$ cat src/sv/mrlt_pkg.sv
`timescale 1ns / 1ps
// ----------------------------------------------------------------------------
// mrlt_pkg
// Shared types and constants of the memory region lease table.
// ----------------------------------------------------------------------------
package mrlt_pkg;

   localparam logic [63:0] ALL_ONES = 64'hFFFF_FFFF_FFFF_FFFF;

   typedef enum logic [2:0] {
      OP_ADD     = 3'd0,
      OP_REMOVE  = 3'd1,
      OP_ACQ_LOC = 3'd2,
      OP_ACQ_REM = 3'd3,
      OP_RELEASE = 3'd4,
      OP_CLOSE   = 3'd5,
      OP_REOPEN  = 3'd6,
      OP_TRACKS  = 3'd7
   } op_type;

   typedef enum logic [3:0] {
      ST_OK          = 4'd0,
      ST_BAD_RANGE   = 4'd1,
      ST_BAD_PERM    = 4'd2,
      ST_SHUTDOWN    = 4'd3,
      ST_OVERLAP     = 4'd4,
      ST_IDS_GONE    = 4'd5,
      ST_TABLE_FULL  = 4'd6,
      ST_NOT_REG     = 4'd7,
      ST_RANGE_REJ   = 4'd8,
      ST_STALE_ID    = 4'd9,
      ST_PERM_DENIED = 4'd10,
      ST_REOPEN_REF  = 4'd11,
      ST_LEASE_LIMIT = 4'd12
   } status_type;

   localparam logic [1:0] RIGHTS_LOCAL_RW  = 2'd0;
   localparam logic [1:0] RIGHTS_GLOBAL_RW = 2'd2;
   localparam logic [1:0] RIGHTS_INVALID   = 2'd3;

   typedef enum logic [5:0] {
      S_IDLE     = 6'b000001,
      S_CHECK    = 6'b000010,
      S_SCAN     = 6'b000100,
      S_SCAN_END = 6'b001000,
      S_READ     = 6'b010000,
      S_EXEC     = 6'b100000
   } state_type;

   typedef struct packed {
      logic load_req;
      logic check;
      logic scan_issue;
      logic rel_read;
      logic exec;
   } cmd_type;

   typedef struct packed {
      logic   early_fail;
      op_type op;
      logic   scan_last;
   } sts_type;

endpackage

$ cat src/sv/mrlt_ctrl.sv
`timescale 1ns / 1ps
// ----------------------------------------------------------------------------
// mrlt_ctrl
// Sequencer: accept a transaction, run checks, scan or read the slot memory
// where needed, execute and hand the result to the output register.
// ----------------------------------------------------------------------------
module mrlt_ctrl (
   input  logic              clock,
   input  logic              reset,
   input  logic              req_tvalid,
   output logic              req_tready,
   output logic              rsp_tvalid,
   input  logic              rsp_tready,
   input  mrlt_pkg::sts_type sts,
   output mrlt_pkg::cmd_type cmd
);
   import mrlt_pkg::*;

   state_type state_ff, state_in;
   logic      rsp_valid_ff, rsp_valid_in;

   assign req_tready = (state_ff == S_IDLE);
   assign rsp_tvalid = rsp_valid_ff;

   always_comb begin
      cmd            = '0;
      cmd.load_req   = req_tvalid && (state_ff == S_IDLE);
      cmd.check      = (state_ff == S_CHECK);
      cmd.scan_issue = (state_ff == S_SCAN);
      cmd.rel_read   = (state_ff == S_READ);
      cmd.exec       = (state_ff == S_EXEC) && (!rsp_valid_ff || rsp_tready);
   end

   always_comb begin
      state_in = state_ff;
      case (state_ff)
         S_IDLE: begin
            if (req_tvalid) state_in = S_CHECK;
         end
         S_CHECK: begin
            if (sts.early_fail) begin
               state_in = S_EXEC;
            end else begin
               case (sts.op)
                  OP_ADD, OP_REMOVE, OP_ACQ_LOC, OP_ACQ_REM, OP_TRACKS: state_in = S_SCAN;
                  OP_RELEASE: state_in = S_READ;
                  default:    state_in = S_EXEC;
               endcase
            end
         end
         S_SCAN: begin
            if (sts.scan_last) state_in = S_SCAN_END;
         end
         S_SCAN_END: state_in = S_EXEC;
         S_READ:     state_in = S_EXEC;
         S_EXEC: begin
            if (cmd.exec) state_in = S_IDLE;
         end
         default: state_in = S_IDLE;
      endcase
   end

   always_comb begin
      rsp_valid_in = rsp_valid_ff;
      if (cmd.exec) rsp_valid_in = 1'b1;
      else if (rsp_tready) rsp_valid_in = 1'b0;
   end

   always_ff @(posedge clock) begin
      if (reset) begin
         state_ff     <= S_IDLE;
         rsp_valid_ff <= 1'b0;
      end else begin
         state_ff     <= state_in;
         rsp_valid_ff <= rsp_valid_in;
      end
   end

endmodule

$ cat config.mk
export PLATFORM = sky130hd
export DESIGN_NAME = mrlt_ctrl
export DESIGN_NICKNAME = d
export VERILOG_FILES = /design/src/sv/mrlt_pkg.sv /design/src/sv/mrlt_ctrl.sv
export SDC_FILE = /design/constraint.sdc
export NUM_CORES = 1
export LEC_CHECK = 0
export BUFFER_PORTS_ARGS = -buffer_cell sky130_fd_sc_hd__buf_2
export CAP_MARGIN = 0
export CORE_MARGIN = 2
export CORE_UTILIZATION = 30
export DETAILED_ROUTE_END_ITERATION = 8
export GPL_TIMING_DRIVEN = 0
export MAX_ROUTING_LAYER = met4
export PLACE_DENSITY = 0.59
export SLEW_MARGIN = 10
export SYNTH_ARGS = -nofsm -noshare
export SYNTH_HDL_FRONTEND = slang
export SYNTH_SLANG_ARGS = --single-unit
$ cat constraint.sdc
create_clock -name clock -period 1.1 [get_ports clock]
set_input_delay 0 -clock clock [delete_from_list [all_inputs] [get_ports clock]]
set_output_delay 0 -clock clock [all_outputs]
set_load 0.02 [all_outputs]
After elaboration in Yosys (flattened, before gate mapping)
Index checks and enable logic that the tools add are counted.

Equality and inequality tests: 14. Multiplexer cells: 8. Reduce and logical (&&, ||, !) cells: 9.

Operators with widths (number): one-hot mux 6 bit (5 select lines) (1); 2-to-1 mux 6 bit (4); one-hot mux 6 bit (2 select lines) (1); == test 3 x 2 -> 1 bit, second input constant (2); == test 3 bit, second input constant (2); == test 6 x 1 -> 1 bit, second input constant (1); == test 6 x 2 -> 1 bit, second input constant (1); == test 6 x 3 -> 1 bit, second input constant (1); == test 6 x 4 -> 1 bit, second input constant (1); == test 6 x 5 -> 1 bit, second input constant (1); == test 6 bit, second input constant (1); inequality test 2 bit, second input constant (3); OR reduction 5 bit (1); == test 3 x 1 -> 1 bit, second input constant (1); logical NOT 3 bit (1); AND reduction 3 bit (1); logical AND 1 bit (2); 2-to-1 mux 1 bit (2); nonzero test 2 bit (1); OR reduction 2 bit (1); logical NOT 1 bit (1); logical OR 1 bit (1).

Bits of input ports: 9. Output and inout port bits: 7. Register bits: 7.

Longest topological paths before layout
Gate-level depths: netlist of run 1.

Depth in word-level cells: 5. Mapped depth: 4. Mapped depth without buffers: 4.

Worst setup path before layout of run 1
Ideal clock, no wire load.

Path kind: register -> register. From: register state_ff[3]. To: register state_ff[1]. Cell stages (with the launch flop): 5. Arrival time: 1.301 ns. Setup slack: -0.280 ns. Data required time: 1.020 ns. Period minus slack after synthesis: 1.380 ns. Cell sequence: dfxtp_1 -> nor3_2 -> and3_2 -> and2_1 -> nor3b_1.

Elaborated cells between the ends (all ways): 13. Those cells by class: 9 x eq/ne; 1 x mux; 3 x reduce/logical.

RTL lines: start: declaration (line mrlt_ctrl.sv:19) `state_type state_ff, state_in;`; start signal: assignment (line mrlt_ctrl.sv:74) `state_ff <= state_in;`; == test 6 x 1 -> 1 bit *; via req_tready (line mrlt_ctrl.sv:11) `output logic req_tready,`; inequality test 2 bit (no source line); AND reduction 3 bit (no source line).

The timed path passes the listed nets; every way through them passes the cells marked *. A chain may end at the register's enable or synchronous reset.

==> impl_metrics.py, run 1 <==
metrics = {
    "layout": {
        "fin_cells": 98,
        "final_nets": 93,
        "area_growth_syn_to_layout_pct": 82.78,
        "antenna_cells": 0,
        "layout_common_cells": "buf_2, buf_6, buf_4",
        "final_common_cell": "buf_2",
        "drive_above_1_share_pct": 66.27,
    },
    "routing": {
        "viasPerCell": 5.133,
        "vias": 503,
        "first_pass_iters": 3,
        "totalWireLength_um": 1326,
        "initialDrtViolationCount": 4,
        "drc": 0,
        "wl_per_cell_um": 13.53,
        "drt.antenna.violating_nets": 0,
    },
    "clock_tree": {
        "cts_made_buffers": 3,
        "clock-sinks": 7,
        "cts_max_level": 1,
        "clkLatencyLatePin_ps": 260,
        "clk_pin_slew_ps": 50,
        "cts_tree": "done",
        "root_buffer": "clkbuf_4",
        "cts_buffer_depth": 2,
    },
    "floorplanning": {
        "initial_core_util_pct": 33.36,
        "die-area_um2": 1828,
        "rows": 13,
        "fp.dieH_um": 42.75,
        "die_w_um": 42.75,
        "ios": 16,
        "coreArea_um2": 1350,
    },
    "sta": {
        "final-setup-viol-count": 12,
        "finalMaxSlewViolations": 0,
        "final.period_utilization_pct": 124.2,
        "hold_viol_final": 0,
        "setup-tns-final_ps": -2417,
        "max_freq_ghz": 0.7320,
        "timing.hold.ws_ps": 39.05,
        "rsz0062_at_grt": "true",
        "setup_slack_ps": -266.2,
        "slew_headroom_pct": 82.92,
        "tightest_slew_ps": 255.7,
        "clock_skew_ps": 4.809,
        "min_period_ps": 1366,
    },
    "hold_path": {
        "holdCritPathClass": "in -> reg",
    },
    "setup_path": {
        "worstSetupPathType": "reg -> out",
        "arrival_ps": 1370,
        "end_kind": "output pin",
        "crit_path_start_kind": "flip-flop",
        "path_max_fanout": 4,
        "cp.required_ps": 1100,
    },
    "synthesis": {
        "netlist_area_um2": 450.4,
        "yosysSeqAreaShare_pct": 31.11,
        "syn_area_per_cell_um2": 8.341,
        "ys_ff_latch": 7,
        "syn_nets": 63,
        "ys_types": 31,
        "yosysWarnings": 0,
        "syn_inst": 54,
    },
    "placement": {
        "io_buffers": 15,
        "place_congestion": 0.7669,
        "dp_hpwl_um": 758.1,
        "post-place-ws_ps": -228.1,
        "dp_cells": 84,
    },
    "global_route": {
        "antenna_found_initial": 0,
        "grt.overflow.total": 0,
        "first_global_vias": 517,
        "grt_pass1_wl_um": 2097,
        "grt_max_degree": 8,
        "grtUsageTotal_pct": 15.54,
    },
    "outcome": {
        "violations": "setup timing",
        "status": "complete, but fails checks",
    },
    "power": {
        "power.total_mw": 0.7366,
        "p_leak_nw": 0.3394,
        "peakVddDrop_uv": 641.5,
        "powerDensity_nw_per_um2": 894.7,
    },
    "job": {
        "maxCapViolations": 0,
    },
}
[per-stage QoR]
step           utilization (%)  cell area [um^2]
2_1_floorplan                -             479.2
3_3_place_gp             42.45             573.1
3_5_place_dp             42.45             573.1
4_1_cts                  53.75             725.7
5_1_grt                  60.98             823.3
6_report                 60.98             823.3
[metal layers]
metal / GRT usage (%) / up-vias / wire (um)
li1: - / 252 / -
met1: 18.04 / 229 / 538
met2: 23.33 / 17 / 682
met3: 4.255 / 5 / 65
met4: 10.00 / 0 / 39
met5: - / - / 0
[path summary, 6_finish.rpt]
kind | startpoint | endpoint | slack, ps | cells past startpoint
max reg2reg | state_ff[4] | state_ff[4] | -210 | 4
min | sts[4] | state_ff[4] | 40 | 3
max | state_ff[4] | cmd[4] | -270 | 4
min reg2reg | state_ff[2] | state_ff[3] | 580 | 2
[worst max-delay path: stages (launching register included)]
cell	delay (ps)
dfxtp_4	350
nor3_4	270
and3_4	230
and2_4	140
buf_6	110
[timing repair]
| action | CTS | global route |
|---|---|---|
| hold endpoints to repair | 1 | 0 |
| pin swaps | 8 | 6 |
| gates resized for setup | 23 | 15 |
| gates cloned | 0 | 0 |
| hold buffers | 1 | 0 |
| endpoints found under the setup margin | 12 | 12 |
| setup buffers | 5 | 6 |
[where the power goes]
part / total, mW / switching [mW] / internal [mW] / leakage [nW]
clock network: 0.235 / 0.0970 / 0.139 / 0.0150
logic: 0.224 / 0.101 / 0.124 / 0.264
registers: 0.277 / 0.0211 / 0.256 / 0.0605
[flip-flops by register name, summed over array words and instances, names as in the netlist]
register and cells:
rsp_tvalid 1, state_ff 6
[area by class of cell]
cell class                      instances  area (um^2)
Fill cell                             124        526.8
Multi-Input combinational cell         42        396.6
Timing Repair Buffer                   27        210.2
Sequential cell                         7        160.2
Clock buffer                            4        26.28
Tap cell                               15        18.77
Inverter                                3        11.26
[synth_stat cells]
cell / number / area share [%]
a221oi_1: 1 / 1.9
nand2_1: 1 / 0.83
a21oi_1: 2 / 2.2
nor3_1: 1 / 1.1
and2_1: 2 / 2.8
dfxtp_1: 7 / 31
nand3_2: 1 / 2.2
o211ai_1: 1 / 1.7
nor4_1: 1 / 1.4
inv_1: 3 / 2.5
buf_4: 2 / 3.3
nor2b_1: 3 / 4.2
and2b_1: 1 / 1.7
a21boi_0: 1 / 1.7
and3_2: 1 / 1.7
o22ai_2: 1 / 2.8
nor4_2: 1 / 2.8
and3b_2: 1 / 2.2
o21a_1: 1 / 1.7
nand2b_1: 1 / 1.4
o311ai_0: 1 / 1.9
nor2_1: 7 / 5.8
or3_1: 1 / 1.4
o21bai_1: 1 / 1.7
nor4bb_1: 1 / 2.2
nor3_2: 1 / 2.2
nand3_1: 2 / 2.2
o32a_2: 1 / 2.5
o21ai_0: 3 / 3.3
nor3b_1: 1 / 1.7
xor2_1: 2 / 3.9
[cells by family after synthesis]
| kind of cell | after synthesis | synth area share [%] |
|---|---|---|
| buf+inv | 5 | 5.832 |
| simple gates | 27 | 37.78 |
| compound gates | 13 | 21.39 |
| xor+xnor | 2 | 3.890 |
| flops | 7 | 31.11 |
(Power assumes the default switching activity.)
==> run 2, diff against run 1 <==
CTS_BUF_LIST = sky130_fd_sc_hd__clkbuf_8   (was not set)
PLACE_DENSITY = 0.67   (was 0.59)
==> run 2 against run 1 <==
  * The flow still finishes with violations (setup timing)
  * Sequential share of layout area fell by 1.4 points
  * Register-to-register slack got worse by 20 ps
  * Final cell count rose by 5.1%
  * Combinational power rose by 13%
  * Hold slack got worse by 12 ps
  * Largest power group is now the clock network
==> impl_metrics.py, run 2 (synthesis results as in run 1) <==
metrics = {
    "sta": {
        "min_period_ps": 1328,
        "slew_headroom_pct": 81.53,
        "final.period_utilization_pct": 120.7,
        "setup_slack_ps": -227.8,
        "timing.hold.ws_ps": 27.35,
        "final-setup-viol-count": 12,
        "clock_skew_ps": 1.747,
        "finalMaxSlewViolations": 0,
        "hold_viol_final": 0,
        "max_freq_ghz": 0.7531,
        "tightest_slew_ps": 277.1,
        "rsz0062_at_grt": "true",
    },
    "global_route": {
        "antenna_found_initial": 0,
        "grtUsageMet2_pct": 24.85,
        "grtUsageTotal_pct": 15.26,
        "grt_max_degree": 8,
        "use_met3_pct": 1.277,
        "top_usage_layer": "met2",
        "grt.overflow.total": 0,
        "grt_util_met1_pct": 17.22,
        "grt_pass1_wl_um": 1987,
        "first_global_vias": 458,
    },
    "routing": {
        "first_pass_iters": 4,
        "drt.antenna.violating_nets": 0,
        "vias": 532,
        "totalWireLength_um": 1361,
        "wl_per_cell_um": 13.21,
        "viasPerCell": 5.165,
        "drc": 0,
        "initialDrtViolationCount": 4,
    },
    "setup_path": {
        "path_max_fanout": 4,
        "crit_path_end": "state_ff[0]",
        "worstSetupPathType": "reg -> reg",
        "reg2reg_from": "state_ff[0]",
        "cp.required_ps": 1210,
        "rr_endpoint": "state_ff[0]",
        "r2r_slack_ps": -230,
        "end_kind": "flip-flop",
        "reg2regPathDepth": 5,
        "cp-startpoint": "state_ff[0]",
        "crit_path_start_kind": "flip-flop",
        "arrival_ps": 1440,
    },
    "placement": {
        "place_congestion": 0.7500,
        "post-place-ws_ps": -254.2,
        "placed_area_um2": 573.1,
        "io_buffers": 15,
    },
    "power": {
        "p_switching_mw": 0.2327,
        "peakVddDrop_uv": 469.0,
        "combinationalPowerShare_pct": 28.9,
        "powerDensity_nw_per_um2": 1006,
        "pwr-share-clk_pct": 39.7,
        "p_leak_nw": 0.3771,
        "switching_share_pct": 26.45,
        "seq_power_share_pct": 31.4,
        "internal_power_mw": 0.6472,
    },
    "floorplanning": {
        "die_w_um": 42.75,
        "initial_core_util_pct": 33.36,
        "die-area_um2": 1828,
        "coreArea_um2": 1350,
        "rows": 13,
        "fp.dieH_um": 42.75,
        "ios": 16,
    },
    "clock_tree": {
        "cts_tree": "done",
        "clkLatencyLatePin_ps": 230,
        "postCtsHoldBufs": 0,
        "clock-sinks": 7,
        "root_buffer": "clkbuf_8",
        "cts_made_buffers": 3,
        "cts_max_level": 1,
        "clk_pin_slew_ps": 40,
        "cts_buffer_depth": 2,
    },
    "outcome": {
        "status": "complete, but fails checks",
        "violations": "setup timing",
    },
    "hold_path": {
        "holdCritStartpoint": "reset",
        "hold_depth": 2,
        "holdCritPathClass": "in -> reg",
    },
    "layout": {
        "largest_reg_flops": 6,
        "layout_common_cells": "buf_4, buf_6, buf_2",
        "fin_area_um2": 874.6,
        "antenna_cells": 0,
        "final_nets": 98,
        "area_growth_syn_to_layout_pct": 94.17,
        "final_common_cell": "buf_4",
        "largest-register": "state_ff",
        "drive_above_1_share_pct": 72.73,
    },
    "job": {
        "maxCapViolations": 0,
    },
}
==> run 2: power by group through the flow <==
stage                     logic (mW)  clock network, mW  registers (mW)
after floorplan               0.0973                  0           0.282
after global placement         0.141                  0           0.283
after detailed placement       0.142                  0           0.285
after CTS                      0.187              0.364           0.278
after global routing           0.270              0.370           0.277
final                          0.254              0.349           0.276
==> run 2: area by class of cell <==
class | count | area [um^2]
flip-flops and latches | 7 | 157.7
repair buffers | 31 | 251.5
multi-input cells | 42 | 382.9
plain buffers | 1 | 7.507
inverters | 3 | 11.26
clock inverters | 1 | 3.754
well taps | 15 | 18.77
fillers | 119 | 475.5
clock buffers | 3 | 41.29
==> run 2: how the worst min path moves through the flow <==
| stage | slack [ps] | endpoint |
|---|---|---|
| after floorplan | 60 | state_ff[4] |
| after global placement | 260 | state_ff[5] |
| after detailed placement | 260 | state_ff[5] |
| after CTS | 20 | state_ff[5] |
| after global routing | 20 | state_ff[5] |
| final | 30 | state_ff[5] |
==> run 2: worst max-delay path: stages (launching register included) <==
cell and delay (ps):
dfxtp_4 350, buf_4 140, and3_4 180, buf_4 130, a221oi_2 290, o21bai_1 100
==> run 2: metrics by stage <==
stage / cells / utilization (%) / total power, mW / TNS [ps]
global route: 103 / 64.78 / 0.9168 / -2718
finish: 103 / 64.78 / 0.8799 / -1990
global placement: 84 / 42.45 / 0.4245 / -1099
detailed placement: 84 / 42.45 / 0.4264 / -1128
floorplan: 54 / - / 0.3792 / -336.2
CTS: 95 / 56.90 / 0.8293 / -1989
==> run 2: metal layers <==
layer  routed length (um)  share of wire [%]
met2                  748                 55
met5                    0                  0
met3                   41                3.0
met1                  564                 41
met4                    6               0.44
==> run 2: repair_timing <==
action	in CTS	in global routing
pin swaps	10	8
endpoints found under the hold margin	0	0
gates resized for setup	27	14
setup buffers	8	8
setup endpoints to repair	12	12
==> run 3, diff against run 2 <==
HOLD_SLACK_MARGIN = 0.15   (was not set)
==> run 3 against run 2 <==
  * The flow still finishes with violations (setup timing)
  * Maximum frequency fell by 0.25%
  * Sequential share of layout area down 0.79 points
  * Flip-flop and latch count unchanged
  * Clock skew decreased by 0.55 ps
  * Utilization grew 3.0 points
  * Power rose by 1.1%
  * Final cell count rose by 3.9%
  * Via count up 2.1%
  * Register-to-register slack about the same
  * Global-route usage grew 0.99 points
  * Sequential power about the same
  * Non-clock buffer count increased by 4
  * Critical endpoint unchanged
  * Largest cell class unchanged
==> impl_metrics.py, run 3 (synthesis results as in run 1) <==
metrics = {
    "routing": {
        "wl_per_cell_um": 13.52,
        "totalWireLength_um": 1447,
        "first_pass_iters": 4,
        "viasPerCell": 5.075,
        "initialDrtViolationCount": 7,
        "drc": 0,
        "vias": 543,
        "drt.antenna.violating_nets": 0,
    },
    "sta": {
        "finalMaxSlewViolations": 0,
        "setup-tns-final_ps": -2028,
        "max_freq_ghz": 0.7513,
        "final.period_utilization_pct": 121.0,
        "clock_skew_ps": 1.193,
        "setup_slack_ps": -231.1,
        "slew_headroom_pct": 81.19,
        "rsz0062_at_grt": "true",
        "min_period_ps": 1331,
        "tightest_slew_ps": 282.2,
        "hold_viol_final": 0,
        "final-setup-viol-count": 12,
    },
    "layout": {
        "largest_reg_flops": 6,
        "layout_common_cells": "buf_4, buf_6, buf_2",
        "final_nets": 102,
        "fill_cells": 113,
        "antenna_cells": 0,
        "drive_above_1_share_pct": 69.57,
        "largest-register": "state_ff",
        "postLayoutCoreUtil_pct": 67.75,
        "area_growth_syn_to_layout_pct": 103.1,
        "final_common_cell": "buf_4",
    },
    "setup_path": {
        "cp.required_ps": 1210,
        "crit_path_start_kind": "flip-flop",
        "worstSetupPathType": "reg -> reg",
        "arrival_ps": 1440,
        "path_max_fanout": 4,
        "end_kind": "flip-flop",
    },
    "clock_tree": {
        "cts_tree": "done",
        "cts_buffer_depth": 2,
        "clock-sinks": 7,
        "clk_pin_slew_ps": 40,
        "root_buffer": "clkbuf_8",
        "cts_made_buffers": 3,
        "clkLatencyLatePin_ps": 220,
        "cts_max_level": 1,
    },
    "global_route": {
        "grt_max_degree": 8,
        "first_global_vias": 493,
        "grt_pass1_wl_um": 2104,
        "antenna_found_initial": 0,
        "grtUsageTotal_pct": 16.25,
        "grt.overflow.total": 0,
    },
    "floorplanning": {
        "initial_core_util_pct": 33.36,
        "die-area_um2": 1828,
        "die_w_um": 42.75,
        "coreArea_um2": 1350,
        "fp.dieH_um": 42.75,
        "rows": 13,
        "ios": 16,
    },
    "placement": {
        "io_buffers": 15,
        "post-place-ws_ps": -254.2,
        "place_congestion": 0.7500,
    },
    "power": {
        "powerDensity_nw_per_um2": 972.3,
        "p_leak_nw": 0.3938,
        "power.total_mw": 0.8893,
        "peakVddDrop_uv": 486.3,
    },
    "job": {
        "maxCapViolations": 0,
    },
    "outcome": {
        "status": "complete, but fails checks",
        "violations": "setup timing",
    },
    "hold_path": {
        "holdCritPathClass": "in -> reg",
    },
}
[run 3: cell types whose count changed in the layout (fill, tap and decap cells not counted)]
cell | before | now
dlygate4sd3_1 | 0 | 4
[run 3: final timing paths]
kind	startpoint	to	slack (ps)	depth (start not counted)
hold / removal	sts[2]	state_ff[4]	150	5
setup / recovery	state_ff[0]	state_ff[0]	-230	5
hold reg to reg	rsp_tvalid	rsp_tvalid	580	2
setup reg to reg	state_ff[0]	state_ff[0]	-230	5
[run 3: layout make-up]
type / count / area (um^2) / share of cell area, %
multi-input cells: 42 / 382.9 / 41.86
repair buffers: 35 / 291.5 / 31.87
flip-flops and latches: 7 / 157.7 / 17.24
clock buffers: 3 / 41.29 / 4.514
well taps: 15 / 18.77 / 2.052
inverters: 3 / 11.26 / 1.231
plain buffers: 1 / 7.507 / 0.8208
clock inverters: 1 / 3.754 / 0.4104
[run 3: through the flow]
step / std cells / hold WS (ps) / cell area, um^2
floorplan: 54 / 62.92 / 479.2
global placement: 84 / 262.5 / 573.1
finish: 107 / 150.2 / 914.6
global route: 107 / 174.3 / 914.6
detailed placement: 84 / 261.8 / 573.1
CTS: 99 / 143.6 / 808.3
[run 3: critical path: stages (launching register included)]
cell	delay, ps
dfxtp_4	350
buf_4	140
and3_4	180
buf_4	130
a221oi_2	290
o21bai_1	110
[run 3: what timing repair did]
action | 4_1_cts | 5_1_grt
setup endpoints to repair | 12 | 12
setup buffers | 8 | 8
hold buffers | 4 | 0
endpoints found under the hold margin | 7 | 0
pin swaps | 10 | 8
resized for setup | 27 | 14
[run 3: routing by layer]
metal  up-vias  track usage, %  wire [um]
li1        271               -          -
met1       255           17.22        571
met2        17           28.18        841
met3         0           1.277         34
met4         0           11.25          0
met5         -               -          0
[run 3: power by group]
part / internal (mW) / total [mW] / switching [mW]
registers: 0.261 / 0.277 / 0.0151
logic: 0.154 / 0.266 / 0.112
clock network: 0.241 / 0.347 / 0.106
total: 0.656 / 0.889 / 0.233
